`src/design/lsf_pkg.sv`:
```
// Shared types and constants for the line substring filter.
package lsf_pkg;

  localparam int unsigned BYTE_W      = 8;
  localparam int unsigned CFG_WORDS   = 4;
  localparam int unsigned CFG_DATA_W  = 64;
  localparam int unsigned CFG_INDEX_W = 3;
  localparam int unsigned LEN_REG_W   = 6;
  localparam int unsigned LINE_W      = 32;

  localparam logic [BYTE_W-1:0] NEWLINE  = 8'd10;
  localparam logic [LINE_W-1:0] LINE_MAX = '1;

  typedef enum logic [CFG_INDEX_W-1:0] {
    REG_PAT_0_7   = 3'd0,
    REG_PAT_8_15  = 3'd1,
    REG_PAT_16_23 = 3'd2,
    REG_PAT_24_31 = 3'd3,
    REG_PAT_LEN   = 3'd4,
    REG_INVERT    = 3'd5,
    REG_NUMBER    = 3'd6
  } cfg_index_t;

  typedef logic [CFG_DATA_W-1:0] cfg_word_t;

endpackage

```
`src/design/lsf_matcher.sv`:
```
// Window compare: pattern of the active length against the newest bytes.
module lsf_matcher #(
  parameter int unsigned PATTERN_MAX = 32,
  parameter int unsigned LEN_W       = $clog2(PATTERN_MAX + 1)
) (
  input  logic [PATTERN_MAX-1:0][7:0] window,
  input  logic [PATTERN_MAX-1:0][7:0] pattern,
  input  logic [LEN_W-1:0]            len,
  input  logic [LEN_W-1:0]            seen,
  output logic                        hit
);
  import lsf_pkg::*;

  localparam int unsigned IDX_W = (PATTERN_MAX > 1) ? $clog2(PATTERN_MAX) : 1;

  logic [PATTERN_MAX-1:0] eq;

  always_comb begin
    logic [LEN_W-1:0] idx;
    for (int j = 0; j < PATTERN_MAX; j++) begin
      idx = len - LEN_W'(j) - LEN_W'(1);
      if (LEN_W'(j) < len) begin
        eq[j] = (window[j] == pattern[idx[IDX_W-1:0]]);
      end else begin
        eq[j] = 1'b1;
      end
    end
    hit = (len == '0) || ((seen >= len) && (&eq));
  end

endmodule

```
`src/design/line_substring_filter.sv`:
```
// Top level of the fixed-string line filter.
//
// The block takes one text byte per cycle and gives one result per closed line
// (newline, or the byte marked end_of_input). An accepted byte is held in
// the input register, then the window compare (one byte comparator per
// window position, fed by a pattern byte mux) updates the line state and the
// result register; a result is valid once its closing byte has passed the
// input register and then the result register. The sustained rate is one
// byte per cycle; it drops only while a waiting result is not taken.
module line_substring_filter #(
  parameter int unsigned PATTERN_MAX = 32
) (
  input  logic                          clk,
  input  logic                          rst,
  input  logic                          in_valid,
  output logic                          in_ready,
  input  logic [7:0]                    text_byte,
  input  logic                          end_of_input,
  output logic                          out_valid,
  input  logic                          out_ready,
  output logic                          line_selected,
  output logic [31:0]                   line_number,
  output logic                          show_number,
  input  logic                          cfg_we,
  input  logic [lsf_pkg::CFG_INDEX_W-1:0] cfg_index,
  input  logic [lsf_pkg::CFG_DATA_W-1:0]  cfg_data
);
  import lsf_pkg::*;

  localparam int unsigned LEN_W = $clog2(PATTERN_MAX + 1);

  cfg_word_t [CFG_WORDS-1:0] pattern_words;
  logic [LEN_REG_W-1:0]      pattern_length;
  logic                      invert_match;
  logic                      number_lines;

  logic                      s1_valid;
  logic [BYTE_W-1:0]         s1_byte;
  logic                      s1_last;

  logic [PATTERN_MAX-1:0][7:0] window;
  logic [PATTERN_MAX-1:0][7:0] window_next;
  logic [PATTERN_MAX-1:0][7:0] pattern;
  logic [LEN_W-1:0]            seen;
  logic [LEN_W-1:0]            seen_next;
  logic [LEN_W-1:0]            len;
  logic                        found;
  logic                        found_now;
  logic [LINE_W-1:0]           current_line;

  logic s1_nl;
  logic s1_emit;
  logic s1_advance;
  logic hit;

  always_ff @(posedge clk) begin
    if (rst) begin
      pattern_words  <= '0;
      pattern_length <= '0;
      invert_match   <= 1'b0;
      number_lines   <= 1'b0;
    end else if (cfg_we) begin
      unique case (cfg_index)
        REG_PAT_0_7:   pattern_words[0] <= cfg_data;
        REG_PAT_8_15:  pattern_words[1] <= cfg_data;
        REG_PAT_16_23: pattern_words[2] <= cfg_data;
        REG_PAT_24_31: pattern_words[3] <= cfg_data;
        REG_PAT_LEN:   pattern_length   <= cfg_data[LEN_REG_W-1:0];
        REG_INVERT:    invert_match     <= cfg_data[0];
        REG_NUMBER:    number_lines     <= cfg_data[0];
        default: begin
        end
      endcase
    end
  end

  always_comb begin
    logic [CFG_WORDS*CFG_DATA_W-1:0] flat;
    flat    = pattern_words;
    pattern = flat[PATTERN_MAX*8-1:0];
  end

  always_comb begin
    if (pattern_length > LEN_REG_W'(PATTERN_MAX)) begin
      len = LEN_W'(PATTERN_MAX);
    end else begin
      len = pattern_length[LEN_W-1:0];
    end
  end

  assign s1_nl      = (s1_byte == NEWLINE);
  assign s1_emit    = s1_nl || s1_last;
  assign s1_advance = s1_valid && (!s1_emit || !out_valid || out_ready);
  assign in_ready   = !s1_valid || s1_advance;

  always_comb begin
    window_next[0] = s1_byte;
    for (int i = 1; i < PATTERN_MAX; i++) begin
      window_next[i] = window[i-1];
    end
    seen_next = (seen < LEN_W'(PATTERN_MAX)) ? seen + LEN_W'(1) : seen;
  end

  lsf_matcher #(
    .PATTERN_MAX(PATTERN_MAX),
    .LEN_W      (LEN_W)
  ) u_matcher (
    .window (window_next),
    .pattern(pattern),
    .len    (len),
    .seen   (seen_next),
    .hit    (hit)
  );

  assign found_now = found || (!s1_nl && hit);

  always_ff @(posedge clk) begin
    if (rst) begin
      s1_valid <= 1'b0;
    end else if (in_ready) begin
      s1_valid <= in_valid;
    end
  end

  always_ff @(posedge clk) begin
    if (in_ready && in_valid) begin
      s1_byte <= text_byte;
      s1_last <= end_of_input;
    end
  end

  always_ff @(posedge clk) begin
    if (rst) begin
      window       <= '0;
      seen         <= '0;
      found        <= 1'b0;
      current_line <= LINE_W'(1);
    end else if (s1_advance) begin
      if (!s1_nl) begin
        window <= window_next;
      end
      if (s1_emit) begin
        seen  <= '0;
        found <= 1'b0;
        if (current_line != LINE_MAX) begin
          current_line <= current_line + LINE_W'(1);
        end
      end else begin
        seen  <= seen_next;
        found <= found_now;
      end
    end
  end

  always_ff @(posedge clk) begin
    if (rst) begin
      out_valid <= 1'b0;
    end else if (s1_advance && s1_emit) begin
      out_valid <= 1'b1;
    end else if (out_ready) begin
      out_valid <= 1'b0;
    end
  end

  always_ff @(posedge clk) begin
    if (s1_advance && s1_emit) begin
      line_selected <= ((len == '0) || found_now) ^ invert_match;
      line_number   <= current_line;
      show_number   <= number_lines;
    end
  end

endmodule

```
`config.mk`:
```
export PLATFORM = sky130hd
export DESIGN_NAME = line_substring_filter
export DESIGN_NICKNAME = d
export VERILOG_FILES = /design/src/design/lsf_pkg.sv /design/src/design/lsf_matcher.sv /design/src/design/line_substring_filter.sv
export SDC_FILE = /design/constraint.sdc
export NUM_CORES = 2
export LEC_CHECK = 0
export ABC_AREA = 1
export ABC_CLOCK_PERIOD_IN_PS = 3900
export BUFFER_PORTS_ARGS = -buffer_cell sky130_fd_sc_hd__buf_2
export CAP_MARGIN = 20
export CORE_MARGIN = 2
export CORE_UTILIZATION = 30
export DETAILED_ROUTE_END_ITERATION = 12
export PLACE_DENSITY_LB_ADDON = 0.15
export SLEW_MARGIN = 10
export SYNTH_ARGS = -nofsm -noshare
export SYNTH_HDL_FRONTEND = slang
export SYNTH_HIERARCHICAL = 1
export SYNTH_SLANG_ARGS = --single-unit
```
`constraint.sdc`:
```
create_clock -name clk -period 3.9 [get_ports clk]
set_clock_uncertainty 0.05 [all_clocks]
set_input_delay 0.195 -clock clk [delete_from_list [all_inputs] [get_ports clk]]
set_output_delay 0.195 -clock clk [all_outputs]
set_load 0.01 [all_outputs]
```
==> Word level (Yosys, flattened, before mapping) <==
Cells that the tools add are included.
{ "totals": {"regBits": 596, "in_bits": 81, "out_inout_bits": 36, "word_cells": 352} }
{ "classes": {"n_addsub": 64, "order_cmp": 67, "eq_ne": 40, "muxes": 102, "bitwise_logic": 2, "n_reduce_logical": 29} }
{ "ops": {"columns": ["operator", "n"], "rows": [
  ["$bmux 8 s5", 32],
  ["$eq 8x8->1", 32],
  ["$mux 8", 32],
  ["$lt 5x6->1 const B", 32],
  ["$sub 5x1->5 const B", 32],
  ["$lt 5x6->1 const A", 16],
  ["$sub 5x5->5 const B", 16],
  ["$lt 4x6->1 const A", 8],
  ["$sub 5x4->5 const B", 8],
  ["$mux 1", 35],
  ["$add 32x1->32 const B", 1],
  ["$ne 32x32->1 const B", 1],
  ["$reduce_and 32->1", 1],
  ["$lt 3x6->1 const A", 4],
  ["$sub 5x3->5 const B", 4],
  ["$mux 6", 3],
  ["$reduce_and 2->1", 8],
  ["$lt 1x6->1 const A", 2],
  ["$lt 2x6->1 const A", 2],
  ["$sub 5x2->5 const B", 2],
  ["$eq 3x3->1 const B", 3],
  ["$eq 8x4->1 const B", 1],
  ["$logic_or 1x1->1", 7],
  ["$add 6x1->6 const B", 1],
  ["other kinds (13)", 21]
]} }

==> Longest topological paths before layout <==
{ "logic_depth": {"depth_word": 15, "ltp_mapped": 36, "depth_no_buf": 32} }

==> Modules after synthesis <==
The synthesis kept the hierarchy.
{ "modules_own_cells": {"columns": ["mod", "instances", "cells_per_inst", "area_per_inst_um2", "seq_area_each_um2"], "rows": [
  ["line_substring_filter", 1, 3226, 23261.1, 12361.9],
  ["lsf_matcher", 1, 4600, 21892.2, 0.0]
]} }

==> Least setup slack after synthesis <==
OpenSTA, ideal clock, no wires.
{ "synth_path": {"kind": "flip-flop to flip-flop", "start": "register pattern_length[2]", "end": "register line_selected (data pin)", "setup_time_ns": 0.265, "t_arrival_ns": 3.675, "t_required_ns": 3.585, "slack_ns": -0.090, "stages_incl_launch_ff": 33, "path_buffers": 5, "period_less_slack_ns": 3.990, "cell_sequence": "dfxtp_1 > nor2_1 > nand3_1 > nand2_1 > inv_1 > nor2_1 > buf_4 > inv_4 > buf_2 > buf_2 > ha_1 > inv_2 > clkbuf_1 > buf_2 > nand3_1 > nand3_1 > nand3_1 > nand3_1 > o21ai_1 > or2_0 > nand3_1 > nor2_1 > nand2_1 > nand2_1 > nand2_1 > nand2_1 > nand2_1 > nor2_1 > nand2_1 > nand2_1 > a21oi_1 > o21ai_0 > xor2_1"} }
{ "synth_between": {"elab_chain_cells": 15, "word_cells_on_any_way": 233, "cone_classes": "62 x add/sub; 34 x order compare; 32 x eq/ne; 97 x mux; 1 x bitwise; 7 x reduce/logical"} }
{ "synth_rtl": {"columns": ["element", "line_no", "source"], "rows": [
  ["start: declaration", "line_substring_filter.sv:33", "logic [LEN_REG_W-1:0] pattern_length;"],
  ["start signal: assignment", "line_substring_filter.sv:68", "REG_PAT_LEN: pattern_length <= cfg_data[LEN_REG_W-1:0];"],
  ["$gt 6x6->1 *", "line_substring_filter.sv:84", "if (pattern_length > LEN_REG_W'(PATTERN_MAX)) begin"],
  ["$mux 6 *", "line_substring_filter.sv:84", null],
  ["named net len[1]", "line_substring_filter.sv:46", "logic [LEN_W-1:0] len;"],
  ["$sub 5x1->5, or another cell as far along", "lsf_matcher.sv:21", "idx = len - LEN_W'(j) - LEN_W'(1);"],
  ["$sub 5x1->5", "lsf_matcher.sv:21", null],
  ["$bmux 8 s5", "lsf_matcher.sv:23", "eq[j] = (window[j] == pattern[idx[IDX_W-1:0]]);"],
  ["$mux 8 (not written as such)", "lsf_matcher.sv:23", null],
  ["$eq 8x8->1", "lsf_matcher.sv:23", null],
  ["$mux 1", "lsf_matcher.sv:22", "if (LEN_W'(j) < len) begin"],
  ["$reduce_and 32->1", "lsf_matcher.sv:28", "hit = (len == '0) || ((seen >= len) && (&eq));"],
  ["$logic_and 1x1->1", "lsf_matcher.sv:28", null],
  ["$logic_or 1x1->1 *", "lsf_matcher.sv:28", null],
  ["named net hit", "line_substring_filter.sv:54", "logic hit;"],
  ["$logic_and 1x1->1 *", "line_substring_filter.sv:115", "assign found_now = found || (!s1_nl && hit);"],
  ["$logic_or 1x1->1 *", "line_substring_filter.sv:115", null],
  ["$logic_or 1x1->1 *", "line_substring_filter.sv:167", "line_selected <= ((len == '0) || found_now) ^ invert_match;"],
  ["$xor 1x1->1 *", "line_substring_filter.sv:167", null],
  ["end signal: assignment", "line_substring_filter.sv:167", null],
  ["end: declaration", "line_substring_filter.sv:21", "output logic line_selected,"]
]} }
Mark *: on every way through the listed nets, which the timed path passes. The rest lies on a longest branch. The select of a mux whose other input is x is not followed.
A chain may end at the register's enable or synchronous reset.

==> Worst setup path in the final report <==
{ "layout_path": {"start": "register pattern_length[1]", "end": "register line_selected (data pin)"} }
{ "layout_between": {"elab_chain_cells": 15, "word_cells_on_any_way": 233, "cone_classes": "62 x add/sub; 34 x order compare; 32 x eq/ne; 97 x mux; 1 x bitwise; 7 x reduce/logical"} }
{ "layout_rtl": {"columns": ["element", "line_no"], "rows": [
  ["$gt 6x6->1", "line_substring_filter.sv:84"],
  ["$mux 6 *", "line_substring_filter.sv:84"],
  ["named net len[1]", "line_substring_filter.sv:46"],
  ["$sub 5x1->5, or another cell as far along", "lsf_matcher.sv:21"],
  ["$sub 5x1->5", "lsf_matcher.sv:21"],
  ["$bmux 8 s5", "lsf_matcher.sv:23"],
  ["$mux 8 (not written as such)", "lsf_matcher.sv:23"],
  ["$eq 8x8->1", "lsf_matcher.sv:23"],
  ["$mux 1", "lsf_matcher.sv:22"],
  ["$reduce_and 32->1", "lsf_matcher.sv:28"],
  ["$logic_and 1x1->1", "lsf_matcher.sv:28"],
  ["$logic_or 1x1->1 *", "lsf_matcher.sv:28"],
  ["named net hit", "line_substring_filter.sv:54"],
  ["$logic_and 1x1->1 *", "line_substring_filter.sv:115"],
  ["$logic_or 1x1->1 *", "line_substring_filter.sv:115"],
  ["$logic_or 1x1->1 *", "line_substring_filter.sv:167"],
  ["$xor 1x1->1 *", "line_substring_filter.sv:167"]
]} }
Marks and branches as above.

==> flow_summary_export.csv <==
group,metric,value,unit
status,status,"finished with violations",
status,violations,"negative setup slack",
placed_design,dp_slack,-0.981,ns
floorplan,die-area,0.154,mm²
routing,via_count,58300,
yosys,yosysMostFrequentCell,"nand3_1",
power,power.total,21.7,mW
timing,max_freq,220,MHz
critical_path,slowest_delay,0.33,ns
timing,finalSetupViolations,2,
yosys,synth.distinct_cells,44,
yosys,synth_top_cell_by_area,"nand3_1",
timing,relSlewSlack,42.4,%
min_path,hold_path.class,"in2reg",
yosys,synth-main-ff-cell,"dfxtp_1",
finish,utilization,40.2,%
yosys,synth_edf_count,43,
timing,finalCritPeriodShare,117,%
finish,drive_gt1_share,18.3,%
critical_path,path_delay_family,"simple AND/OR/NAND/NOR gates",
floorplan,start_util,30.2,%
routing,drtIter0Drc,6295,
routing,post_drt_wl_per_cell,27.1,µm
power,switching_share,38.4,%
power,seqPwrFrac,32.0,%
yosys,syn_inst,7826,
critical_path,path_common_cell,"nand2_1",
global_route,grt_max_degree,113,
clock_tree,cts.clk_slew.worst_paths,0.06,ns
critical_path,cp-end-kind,"register",
routing,ant_nets,0,
clock_tree,cts_buffer_depth,3,
critical_path,cp_num_buf_inv,5,
placed_design,place.gp.congestion,1.09,
power,leakagePower,29.0,nW
clock_tree,cts_sinks,596,
placed_design,hpwl,231000,µm
critical_path,crit_type,"reg2reg",
yosys,yosys-top-cells-area,"nand3_1 (25%), dfxtp_1 (25%), nand2_1 (18%), nor2_1 (8.7%), inv_1 (4.2%)",
power,power_density,360,mW/mm²
critical_path,crit_slowest_cell,"dfxtp_2",
critical_path,path_max_fanout,44,
clock_tree,cts_buffers,76,
job,drv_cap,0,
finish,area_growth,33.3,%
power,p_clk_share,34.8,%
timing,slew_viol_final,0,
placed_design,io_buffers,116,
power,pwr-share-comb,33.2,%
clock_tree,cts_tree,"yes",
yosys,yosysTopAreaCellShare,24.7,%
yosys,syn_avg_cell_area,5.77,µm²
timing,hold_viol_final,0,
clock_tree,htree_levels,3,
critical_path,cp_data_arrival_time,4.94,ns
floorplan,num_io_pins,117,
clock_tree,clk_latency,0.76,ns
clock_tree,clockRootBuffer,"clkbuf_16",
timing,rsz0062_at_grt,"true",
yosys,syn_nets,7927,
yosys,yosys-top-cells-count,"nand3_1 (2226), nand2_1 (2223), nor2_1 (1047)",
global_route,grtUsageTotal,36.7,%
global_route,grt_pass1_wl,398000,µm
power,intPower,13.3,mW
routing,drc,0,
critical_path,start_kind,"register",
timing,layout_setup_ws,-0.649,ns
power,ir_worst_vdd,0.348,mV
global_route,overflow,0,
timing,tightest_slew,0.863,ns
routing,routed_wl,292000,µm
timing,finalCriticalPeriod,4.55,ns
yosys,ys_warn_count,6,
floorplan,dieHeight,392,µm
yosys,syn_area,0.0452,mm²
routing,firstDrtPassIters,6,
global_route,grt_pass1_vias,53600,
yosys,seq_area_frac_synth,27.4,%
floorplan,die_w,392,µm
critical_path,required,4.29,ns
yosys,ys_ff_latch,596,
routing,via_per_inst,5.41,
finish,layout.nets,8795,
power,switching_power,8.33,mW
global_route,antenna_found_initial,12,
floorplan,placeableCoreArea,0.150,mm²
yosys,synth-async-reset-ratio,0,%
floorplan,rows,142,
==> routing by layer <==
layer	vias up	GRT usage [%]	part of all wire, %
li1	27400	-	-
met4	2	35.8	12
met5	-	0	0.0058
met2	2805	58.7	44
met1	27100	41.2	38
met3	925	5.92	6.5
==> flip-flops by register name (all words and copies together), names as in the netlist, 6 cells and up <==
register / flops
window: 248
seen: 6
s1_byte: 8
current_line: 32
pattern_length: 6
pattern: 256
line_number: 32
==> cells by family (layout without fill, tap and decap cells) <==
family	after synthesis	in the layout	share of synthesized area (%)
compound gates	440	440	5.08
xor+xnor	96	96	2.04
fa+ha+maj	20	20	0.554
buf+inv	984	1914	10.0
flops	596	596	27.4
other cells	0	2	0
simple gates	5690	5690	54.9
==> what timing repair did <==
item                       in CTS  in global routing
hold endpoints to repair      276                  0
gates resized for setup        64                259
pin swaps                      14                 67
setup endpoints to repair       2                  2
cloned                          2                 14
hold buffers                   83                  0
setup buffers                   7                 19
==> final timing paths <==
kind                            depth (start not counted)            end         startpoint  slack (ns)
worst min register to register                          0    show_number       number_lines        0.39
worst min-delay path                                    3   invert_match                rst        0.07
worst max-delay path                                   28  line_selected  pattern_length[1]       -0.65
worst max register to register                         28  line_selected  pattern_length[1]       -0.65
==> metrics by stage <==
step / hold WS (ns) / setup TNS, ns / instance area (µm²) / instances
floorplan: 0.244 / 0 / 45200 / 7826
finish: 0.0673 / -1.24 / 60200 / 10800
global route: 0.0628 / -1.49 / 60200 / 10800
CTS: 0.0277 / -1.30 / 58500 / 10700
global placement: 0.325 / -2.09 / 54600 / 10500
detailed placement: 0.323 / -1.92 / 54600 / 10500
==> worst reg2reg max path, delay by kind of cell, from the launching register on <==
kind	cells	cell delay, ns
and+or+nand+nor	20	2.85
AOI/OAI and AO/OA	2	0.16
buffers and inverters	5	0.83
DFF	1	0.33
xor gates and xnor gates	1	0.08
==> power groups by stage <==
stage               logic, mW  registers (mW)  clock network [mW]
floorplan                3.48            6.75                   0
global placement         6.48            7.06                   0
detailed placement       6.48            7.06                   0
CTS                      6.65            6.93                7.69
global route             7.63            6.95                7.93
finish                   7.19            6.95                7.54
==> layout make-up <==
type	count	area, µm²
Fill cell	16200	89400
Multi-Input combinational cell	6246	29500
Timing Repair Buffer	1247	11000
Clock inverter	44	538
Inverter	527	2020
Clock buffer	96	2130
Antenna cell	2	5.00
Sequential cell	596	12400
Tap cell	2016	2520
==> layout by cell type (no fill, tap or decap), drive strengths merged <==
| cell | count |
|---|---|
| nand2 | 2237 |
| nand3 | 2229 |
| buf | 1150 |
| nor2 | 1055 |
| dfxtp | 553 |
| inv | 530 |
| o21ai | 307 |
| a21oi | 116 |
| clkbuf | 109 |
| nand3b | 104 |
| dlygate4sd3 | 83 |
| xnor2 | 64 |
| nand4 | 50 |
| edfxtp | 43 |
| xor2 | 32 |
| clkinv | 28 |
| ha | 20 |
| clkinvlp | 7 |
| bufinv | 6 |
| and2 | 6 |
| o211ai | 5 |
| o21a | 5 |
| or2 | 5 |
| o31ai | 4 |
| nor3 | 3 |
| diode | 2 |
| a21boi | 2 |
| nor4 | 1 |
| bufbuf | 1 |
| a21o | 1 |
Power figures use the tool's default switching activity.
